**src/hdl/dhcp_opt_pkg.sv**
```systemverilog
`timescale 1ns / 1ps

package dhcp_opt_pkg;

  // Parser phases.
  typedef enum logic [2:0] {
    PH_CODE    = 3'd0,
    PH_LEN     = 3'd1,
    PH_CAPTURE = 3'd2,
    PH_SKIP    = 3'd3,
    PH_DONE    = 3'd4
  } phase_t;

  // Option codes of interest.
  localparam logic [7:0] OPT_PAD     = 8'd0;
  localparam logic [7:0] OPT_NETMASK = 8'd1;
  localparam logic [7:0] OPT_ROUTER  = 8'd3;
  localparam logic [7:0] OPT_DNS     = 8'd6;
  localparam logic [7:0] OPT_LEASE   = 8'd51;
  localparam logic [7:0] OPT_OVLD    = 8'd52;
  localparam logic [7:0] OPT_MSGTYPE = 8'd53;
  localparam logic [7:0] OPT_SERVER  = 8'd54;
  localparam logic [7:0] OPT_COOKIE  = 8'd99;
  localparam logic [7:0] OPT_END     = 8'hff;

  // Bytes of the magic cookie that follow its first byte.
  localparam logic [7:0] COOKIE_REST = 8'd3;

  // Slots of the address store.
  localparam int ADDR_SLOTS = 6;
  localparam logic [2:0] SLOT_MASK   = 3'd0;
  localparam logic [2:0] SLOT_ROUTER = 3'd1;
  localparam logic [2:0] SLOT_DNS1   = 3'd2;
  localparam logic [2:0] SLOT_DNS2   = 3'd3;
  localparam logic [2:0] SLOT_LEASE  = 3'd4;
  localparam logic [2:0] SLOT_SERVER = 3'd5;

  // End status codes.
  localparam logic [1:0] ST_END_OPTION = 2'd0;
  localparam logic [1:0] ST_EXHAUSTED  = 2'd1;
  localparam logic [1:0] ST_TRUNCATED  = 2'd2;

  // Result word width: 16 + 6 * 32 + 2 bits, filled up to whole bytes.
  localparam int RESULT_BITS = 210;
  localparam int RESULT_BYTES = (RESULT_BITS + 7) / 8;
  localparam int RESULT_WIDTH = RESULT_BYTES * 8;

  // True when a known option carries the length it is captured at.
  function automatic logic length_fits(input logic [7:0] code, input logic [7:0] len);
    logic fits;
    fits = 1'b0;
    if (code == OPT_NETMASK || code == OPT_ROUTER || code == OPT_LEASE ||
        code == OPT_SERVER) begin
      fits = (len == 8'd4);
    end else if (code == OPT_DNS) begin
      fits = (len == 8'd4) || (len == 8'd8);
    end else if (code == OPT_OVLD || code == OPT_MSGTYPE) begin
      fits = (len == 8'd1);
    end
    return fits;
  endfunction

endpackage

```
**src/hdl/dhcp_option_parser.sv**
```systemverilog
`timescale 1ns / 1ps

// Channel   Direction  Contents
// --------  ---------  ---------------------------------------------------------
// s_axis    in         tdata: option_byte; tuser: new_message; tlast: last_in_region
// m_axis    out        tdata: captured fields and end status, one word per region
//
// One input word is taken every cycle unless the input stalls; the parse state
// and capture store are updated in the cycle the word is accepted.
// A result word appears in the output register in the cycle after the last
// byte of a region is accepted.
// The input stalls only while a result waits in the output register and the
// downstream side holds m_axis_tready low.
// Reset clears the parse state, the capture store and the output valid flag.

module dhcp_option_parser
  import dhcp_opt_pkg::*;
(
  input  logic                    clk,
  input  logic                    rst,
  input  logic                    s_axis_tvalid,
  output logic                    s_axis_tready,
  input  logic [7:0]              s_axis_tdata,   // [7:0] option_byte
  input  logic                    s_axis_tuser,   // [0] new_message
  input  logic                    s_axis_tlast,   // last_in_region
  output logic                    m_axis_tvalid,
  input  logic                    m_axis_tready,
  // [7:0] message_type, [15:8] overload_flags, [47:16] subnet_mask,
  // [79:48] router_address, [111:80] dns_primary, [143:112] dns_secondary,
  // [175:144] lease_seconds, [207:176] server_address, [209:208] end_status,
  // [215:210] zero
  output logic [RESULT_WIDTH-1:0] m_axis_tdata
);

  // Parse state.
  phase_t      phase, phase_next;
  logic [7:0]  cur_code, cur_code_next;
  logic [7:0]  bytes_left, bytes_left_next;
  logic [31:0] asm_word, asm_word_next;
  logic [2:0]  pay_idx, pay_idx_next;
  logic        end_seen, end_seen_next;

  // Capture store.
  logic [7:0]  cap_type, cap_type_next;
  logic [7:0]  cap_ovld, cap_ovld_next;
  logic [31:0] cap_addr [ADDR_SLOTS];
  logic [31:0] cap_addr_next [ADDR_SLOTS];

  logic        accept;
  logic [1:0]  status;
  logic [7:0]  b;

  assign s_axis_tready = !m_axis_tvalid || m_axis_tready;
  assign accept = s_axis_tvalid && s_axis_tready;
  assign b = s_axis_tdata;

  // Next state for one byte: optional clear, then the phase update.
  always_comb begin
    if (s_axis_tuser) begin
      phase_next      = PH_CODE;
      cur_code_next   = '0;
      bytes_left_next = '0;
      asm_word_next   = '0;
      pay_idx_next    = '0;
      end_seen_next   = 1'b0;
      cap_type_next   = '0;
      cap_ovld_next   = '0;
      for (int i = 0; i < ADDR_SLOTS; i++) begin
        cap_addr_next[i] = '0;
      end
    end else begin
      phase_next      = phase;
      cur_code_next   = cur_code;
      bytes_left_next = bytes_left;
      asm_word_next   = asm_word;
      pay_idx_next    = pay_idx;
      end_seen_next   = end_seen;
      cap_type_next   = cap_type;
      cap_ovld_next   = cap_ovld;
      for (int i = 0; i < ADDR_SLOTS; i++) begin
        cap_addr_next[i] = cap_addr[i];
      end
    end

    unique case (phase_next)
      PH_LEN: begin
        if (length_fits(cur_code_next, b)) begin
          phase_next      = PH_CAPTURE;
          bytes_left_next = b;
          pay_idx_next    = '0;
          asm_word_next   = '0;
        end else if (b == 8'd0) begin
          phase_next = PH_CODE;
        end else begin
          phase_next      = PH_SKIP;
          bytes_left_next = b;
        end
      end
      PH_CAPTURE, PH_SKIP: begin
        if (phase_next == PH_CAPTURE) begin
          asm_word_next = {asm_word_next[23:0], b};
          pay_idx_next  = pay_idx_next + 3'd1;
          if (cur_code_next == OPT_OVLD) begin
            cap_ovld_next = b;
          end else if (cur_code_next == OPT_MSGTYPE) begin
            cap_type_next = b;
          end else if (pay_idx_next[1:0] == 2'd0) begin
            // A full four-byte value is ready: store it in its slot.
            if (cur_code_next == OPT_NETMASK) begin
              cap_addr_next[SLOT_MASK] = asm_word_next;
            end else if (cur_code_next == OPT_ROUTER) begin
              cap_addr_next[SLOT_ROUTER] = asm_word_next;
            end else if (cur_code_next == OPT_DNS) begin
              if (pay_idx_next == 3'd4) begin
                cap_addr_next[SLOT_DNS1] = asm_word_next;
              end else begin
                cap_addr_next[SLOT_DNS2] = asm_word_next;
              end
            end else if (cur_code_next == OPT_LEASE) begin
              cap_addr_next[SLOT_LEASE] = asm_word_next;
            end else if (cur_code_next == OPT_SERVER) begin
              cap_addr_next[SLOT_SERVER] = asm_word_next;
            end
          end
        end
        bytes_left_next = bytes_left_next - 8'd1;
        if (bytes_left_next == 8'd0) begin
          phase_next = PH_CODE;
        end
      end
      PH_DONE: begin
      end
      default: begin
        if (b == OPT_PAD) begin
          phase_next = PH_CODE;
        end else if (b == OPT_END) begin
          phase_next    = PH_DONE;
          end_seen_next = 1'b1;
        end else if (b == OPT_COOKIE) begin
          cur_code_next   = b;
          phase_next      = PH_SKIP;
          bytes_left_next = COOKIE_REST;
        end else begin
          cur_code_next = b;
          phase_next    = PH_LEN;
        end
      end
    endcase

    // End status for a region closing on this byte.
    if (end_seen_next) begin
      status = ST_END_OPTION;
    end else if (phase_next == PH_CODE) begin
      status = ST_EXHAUSTED;
    end else begin
      status = ST_TRUNCATED;
    end
  end

  // Parse state and capture store; a region end returns the parser to idle.
  always_ff @(posedge clk) begin
    if (rst) begin
      phase      <= PH_CODE;
      cur_code   <= '0;
      bytes_left <= '0;
      asm_word   <= '0;
      pay_idx    <= '0;
      end_seen   <= 1'b0;
      cap_type   <= '0;
      cap_ovld   <= '0;
      for (int i = 0; i < ADDR_SLOTS; i++) begin
        cap_addr[i] <= '0;
      end
    end else if (accept) begin
      cap_type <= cap_type_next;
      cap_ovld <= cap_ovld_next;
      for (int i = 0; i < ADDR_SLOTS; i++) begin
        cap_addr[i] <= cap_addr_next[i];
      end
      if (s_axis_tlast) begin
        phase      <= PH_CODE;
        cur_code   <= '0;
        bytes_left <= '0;
        asm_word   <= '0;
        pay_idx    <= '0;
        end_seen   <= 1'b0;
      end else begin
        phase      <= phase_next;
        cur_code   <= cur_code_next;
        bytes_left <= bytes_left_next;
        asm_word   <= asm_word_next;
        pay_idx    <= pay_idx_next;
        end_seen   <= end_seen_next;
      end
    end
  end

  // Output valid flag.
  always_ff @(posedge clk) begin
    if (rst) begin
      m_axis_tvalid <= 1'b0;
    end else if (accept && s_axis_tlast) begin
      m_axis_tvalid <= 1'b1;
    end else if (m_axis_tready) begin
      m_axis_tvalid <= 1'b0;
    end
  end

  // Output word, loaded when a region's last byte is accepted.
  always_ff @(posedge clk) begin
    if (accept && s_axis_tlast) begin
      m_axis_tdata <= {{(RESULT_WIDTH - RESULT_BITS){1'b0}}, status,
                       cap_addr_next[SLOT_SERVER], cap_addr_next[SLOT_LEASE],
                       cap_addr_next[SLOT_DNS2], cap_addr_next[SLOT_DNS1],
                       cap_addr_next[SLOT_ROUTER], cap_addr_next[SLOT_MASK],
                       cap_ovld_next, cap_type_next};
    end
  end

  // A skip or capture phase always has bytes still to take.
  assert property (@(posedge clk) disable iff (rst)
    (phase == PH_SKIP || phase == PH_CAPTURE) |-> bytes_left != 8'd0)
    else $error("payload phase with no bytes left");

  // The done phase is only reached through the end option.
  assert property (@(posedge clk) disable iff (rst)
    (phase == PH_DONE) |-> end_seen)
    else $error("done phase without end option");

  // A region end leaves the parser expecting a code, and a result pending.
  assert property (@(posedge clk) disable iff (rst)
    (accept && s_axis_tlast) |=> (phase == PH_CODE && !end_seen && m_axis_tvalid))
    else $error("region end did not reset parser or raise result");

  // A result never carries the unused status code.
  assert property (@(posedge clk) disable iff (rst)
    m_axis_tvalid |-> m_axis_tdata[RESULT_BITS-1 -: 2] != 2'd3)
    else $error("invalid end status");

endmodule
```
**config.mk**
```make
export PLATFORM = sky130hd
export DESIGN_NAME = dhcp_option_parser
export DESIGN_NICKNAME = d
export VERILOG_FILES = /design/src/hdl/dhcp_opt_pkg.sv /design/src/hdl/dhcp_option_parser.sv
export SDC_FILE = /design/constraint.sdc
export NUM_CORES = 1
export LEC_CHECK = 0
export ABC_AREA = 1
export BUFFER_PORTS_ARGS = -buffer_cell sky130_fd_sc_hd__buf_2
export CAP_MARGIN = 20
export CELL_PAD_IN_SITES_DETAIL_PLACEMENT = 0
export CELL_PAD_IN_SITES_GLOBAL_PLACEMENT = 1
export CORE_MARGIN = 2
export CORE_UTILIZATION = 50
export DETAILED_ROUTE_END_ITERATION = 6
export PLACE_DENSITY_LB_ADDON = 0.12
export SKIP_CTS_REPAIR_TIMING = 1
export SLEW_MARGIN = 15
export SYNTH_ARGS = -nofsm -noshare
export SYNTH_HDL_FRONTEND = slang
export SYNTH_SLANG_ARGS = --single-unit
```
**constraint.sdc**
```tcl
create_clock -name clk -period 27.8 [get_ports clk]
set_input_delay 1.39 -clock clk [delete_from_list [all_inputs] [get_ports clk]]
set_output_delay 1.39 -clock clk [all_outputs]
set_load 0.02 [all_outputs]
```
==> impl_metrics.yaml <==
sta:
  max_freq_mhz: 213
  setup_viol: 0
  setup_tns_ns: 0
  rsz0062_at_grt: "no"
  relSlewSlack_pct: 22.4
  drv_slew: 0
  fin_skew_ns: 0.0221
  hold_viol_final: 0
  min_period_ns: 4.69
  post-route-period-util_pct: 16.9
  layout_setup_ws_ns: 23.11
  worst_pin_slew_ns: 1.16
cells_and_area:
  area_growth_pct: 14.5
  nets: 2165
  drive_gt1_share_pct: 19.4
  utilization_pct: 58.0
critical_path:
  worstSetupPathType: "input port to flip-flop"
  required_ns: 28.21
  crit-reg2reg-launch: "phase[1]"
  cp_num_buf_inv: 3
  cp_slowest_stage_delay_ns: 0.70
  startpoint: "s_axis_tuser"
  cp-end-kind: "flip-flop"
  crit_chain: "buf_2 -> inv_8 -> nand3_1 -> nor2_1 -> nand2_1 -> nand2_2 -> nor2_2 -> nand2_2 -> inv_2 -> nand2_1 -> a21oi_1"
  slowest_stage: "buf_2"
  critPathTopFamily: "buffers and inverters"
  cp.arrival_ns: 5.10
  crit_fanout: 162
  startpoint_type: "input port"
pwr:
  p_leak_nw: 9.61
  total_power_mw: 1.52
  power_density_nw_per_um2: 64.6
  ir_drop_uv: 42.7
routing:
  drt_iter0_drc: 1375
  route.vias.total: 15342
  wl_mm: 57.3
  detail_route.first_pass.iterations: 5
  vias_per_cell: 5.65
  ant_nets: 0
  avgRoutedWirePerCell_um: 21.1
  drc: 0
floorplanning:
  rows: 74
  boundaryPins: 232
  core_um2: 40700
  die_w_um: 207
  dieHeight_um: 207
  start_util_pct: 50.6
  die_area_um2: 42900
worst_hold_path:
  hold_start: "bytes_left[1]"
  hold_path_class: "flip-flop to flip-flop"
cts:
  cts_made_buffers: 48
  cts_tree: "yes"
  clk_latency_ns: 0.59
  cts_root_buffer: "clkbuf_16"
  path_clk_slew_ns: 0.06
  htree_levels: 2
  cts_sinks: 466
  clockBufferDepth: 3
logic_synthesis:
  syn_area_per_cell_um2: 10.5
  synth_top_area_cell: "edfxtp_1"
  synth_seq_area_share_pct: 64.8
  ys_warn_count: 0
  synth_cell_types: 47
  yosys-top-cells-area: "edfxtp_1 (59%), nand2_1 (7.5%), dfxtp_1 (6.2%)"
  synth_seq_cells: 466
  ys.flop_type: "edfxtp_1"
  synthCells: 1962
  netlist_area_um2: 20600
  async_reset_ff_share_pct: 0
  synth_edf_count: 402
  synth_top_area_share_pct: 58.5
placement:
  placement.io_buffers: 225
  place_congestion: 0.838
  hpwl_mm: 35.2
  place_ws_ns: 22.47
grt:
  grt_pass1_vias: 14386
  grt_antenna_before_repair: 1
  grt_use_total_pct: 26.2
  grt_max_degree: 163
  grt-ovfl-total: 0
  grt_pass1_wl_mm: 87.0
run:
  drv_cap: 0
run_status:
  status: "finished clean"
-- cell families after synthesis --
kind of cell,after synthesis,synth area share [%]
AO/OA/AOI/OAI,403,11.2
XOR/XNOR,1,0.134
adder cells (fa/ha/maj),4,0.243
buffers and inverters,265,5.71
flip-flops,466,64.8
other,1,0.0182
AND/OR/NAND/NOR,822,18.0
-- worst min-delay path: stages (launching register included) --
cell and delay (ns):
dfxtp_1 0.31, nand2_1 0.06, nand2_1 0.05
-- metal layers --
metal / global-route usage [%] / vias to the layer above / wire length (µm)
li1: - / 7259 / -
met1: 38.5 / 7480 / 25300
met2: 40.9 / 533 / 26900
met3: 4.06 / 70 / 3950
met4: 6.85 / 0 / 1190
met5: 0 / - / 0
-- stage by stage --
stage                     hold slack [ns]  area, µm²  cells
after floorplan                     0.426      20600   1967
after global placement              0.440      22000   2623
after detailed placement            0.448      22000   2625
after CTS                           0.462      23500   2712
after global routing                0.483      23600   2717
final                               0.459      23600   2717
-- synthesized netlist by cell type (all sizes together) (3+ instances only) --
| master | n |
|---|---|
| a22oi | 4 |
| inv | 142 |
| and2 | 27 |
| o2111ai | 3 |
| clkbuf | 57 |
| o21a | 7 |
| a31oi | 3 |
| o22ai | 4 |
| nor2 | 101 |
| nand3 | 221 |
| a21oi | 194 |
| buf | 66 |
| nor3 | 13 |
| o211ai | 7 |
| ha | 4 |
| edfxtp | 402 |
| a22o | 11 |
| a221oi | 25 |
| o21ai | 141 |
| nor4 | 3 |
| nand2 | 446 |
| dfxtp | 64 |
| nand4 | 7 |
| nand3b | 3 |
-- layout make-up --
cell class | instances | area [µm²]
clock inverter | 27 | 214
fill | 3534 | 17100
inverter | 142 | 556
sequential | 466 | 13400
tap | 532 | 666
timing repair buffer | 253 | 1390
multi-input combinational | 1236 | 6130
clock buffer | 60 | 1300
antenna | 1 | 2.50
-- power by group --
group | internal [mW] | leakage, nW | switching (mW)
Sequential | 0.792 | 4.73 | 0.0102
Combinational | 0.0220 | 4.13 | 0.0753
Clock | 0.358 | 0.756 | 0.267
Total | 1.17 | 9.61 | 0.352
-- state kept, by name, summed over array words and instances (netlist names) --
| signal | cells |
|---|---|
| m_axis_tdata | 210 |
| cap_addr | 192 |
| asm_word | 24 |
| bytes_left | 8 |
| cap_ovld | 8 |
| cap_type | 8 |
| cur_code | 8 |
| pay_idx | 3 |
| phase | 3 |
| end_seen | 1 |
| m_axis_tvalid | 1 |
-- cells in the final DEF (no fill, tap or decap), types with 4 or more instances in the layout --
| cell type | n |
|---|---|
| a21oi_1 | 174 |
| a21oi_2 | 20 |
| a221oi_1 | 25 |
| a22o_1 | 11 |
| a22oi_1 | 4 |
| and2_1 | 27 |
| buf_2 | 225 |
| buf_4 | 23 |
| clkbuf_1 | 8 |
| clkbuf_16 | 49 |
| clkinv_1 | 7 |
| clkinv_2 | 13 |
| conb_1 | 6 |
| dfxtp_1 | 64 |
| edfxtp_1 | 402 |
| ha_1 | 4 |
| inv_1 | 123 |
| inv_2 | 15 |
| nand2_1 | 411 |
| nand2_2 | 31 |
| nand2_4 | 4 |
| nand3_1 | 217 |
| nand3_2 | 4 |
| nand4_1 | 7 |
| nor2_1 | 87 |
| nor2_2 | 7 |
| nor2_4 | 7 |
| nor3_1 | 9 |
| o211ai_1 | 7 |
| o21a_1 | 7 |
| o21ai_0 | 93 |
| o21ai_1 | 48 |
| o22ai_1 | 4 |
-- path summary, 6_finish.rpt --
kind                                   endpoint  slack [ns]  depth (start not counted)
worst min-delay path              bytes_left[1]        0.46                          2
worst max register to register   cap_addr[5][7]       24.12                         10
worst min register to register    bytes_left[1]        0.46                          2
worst max-delay path            cap_addr[1][27]       23.11                         11
(Power assumes the default switching activity.)
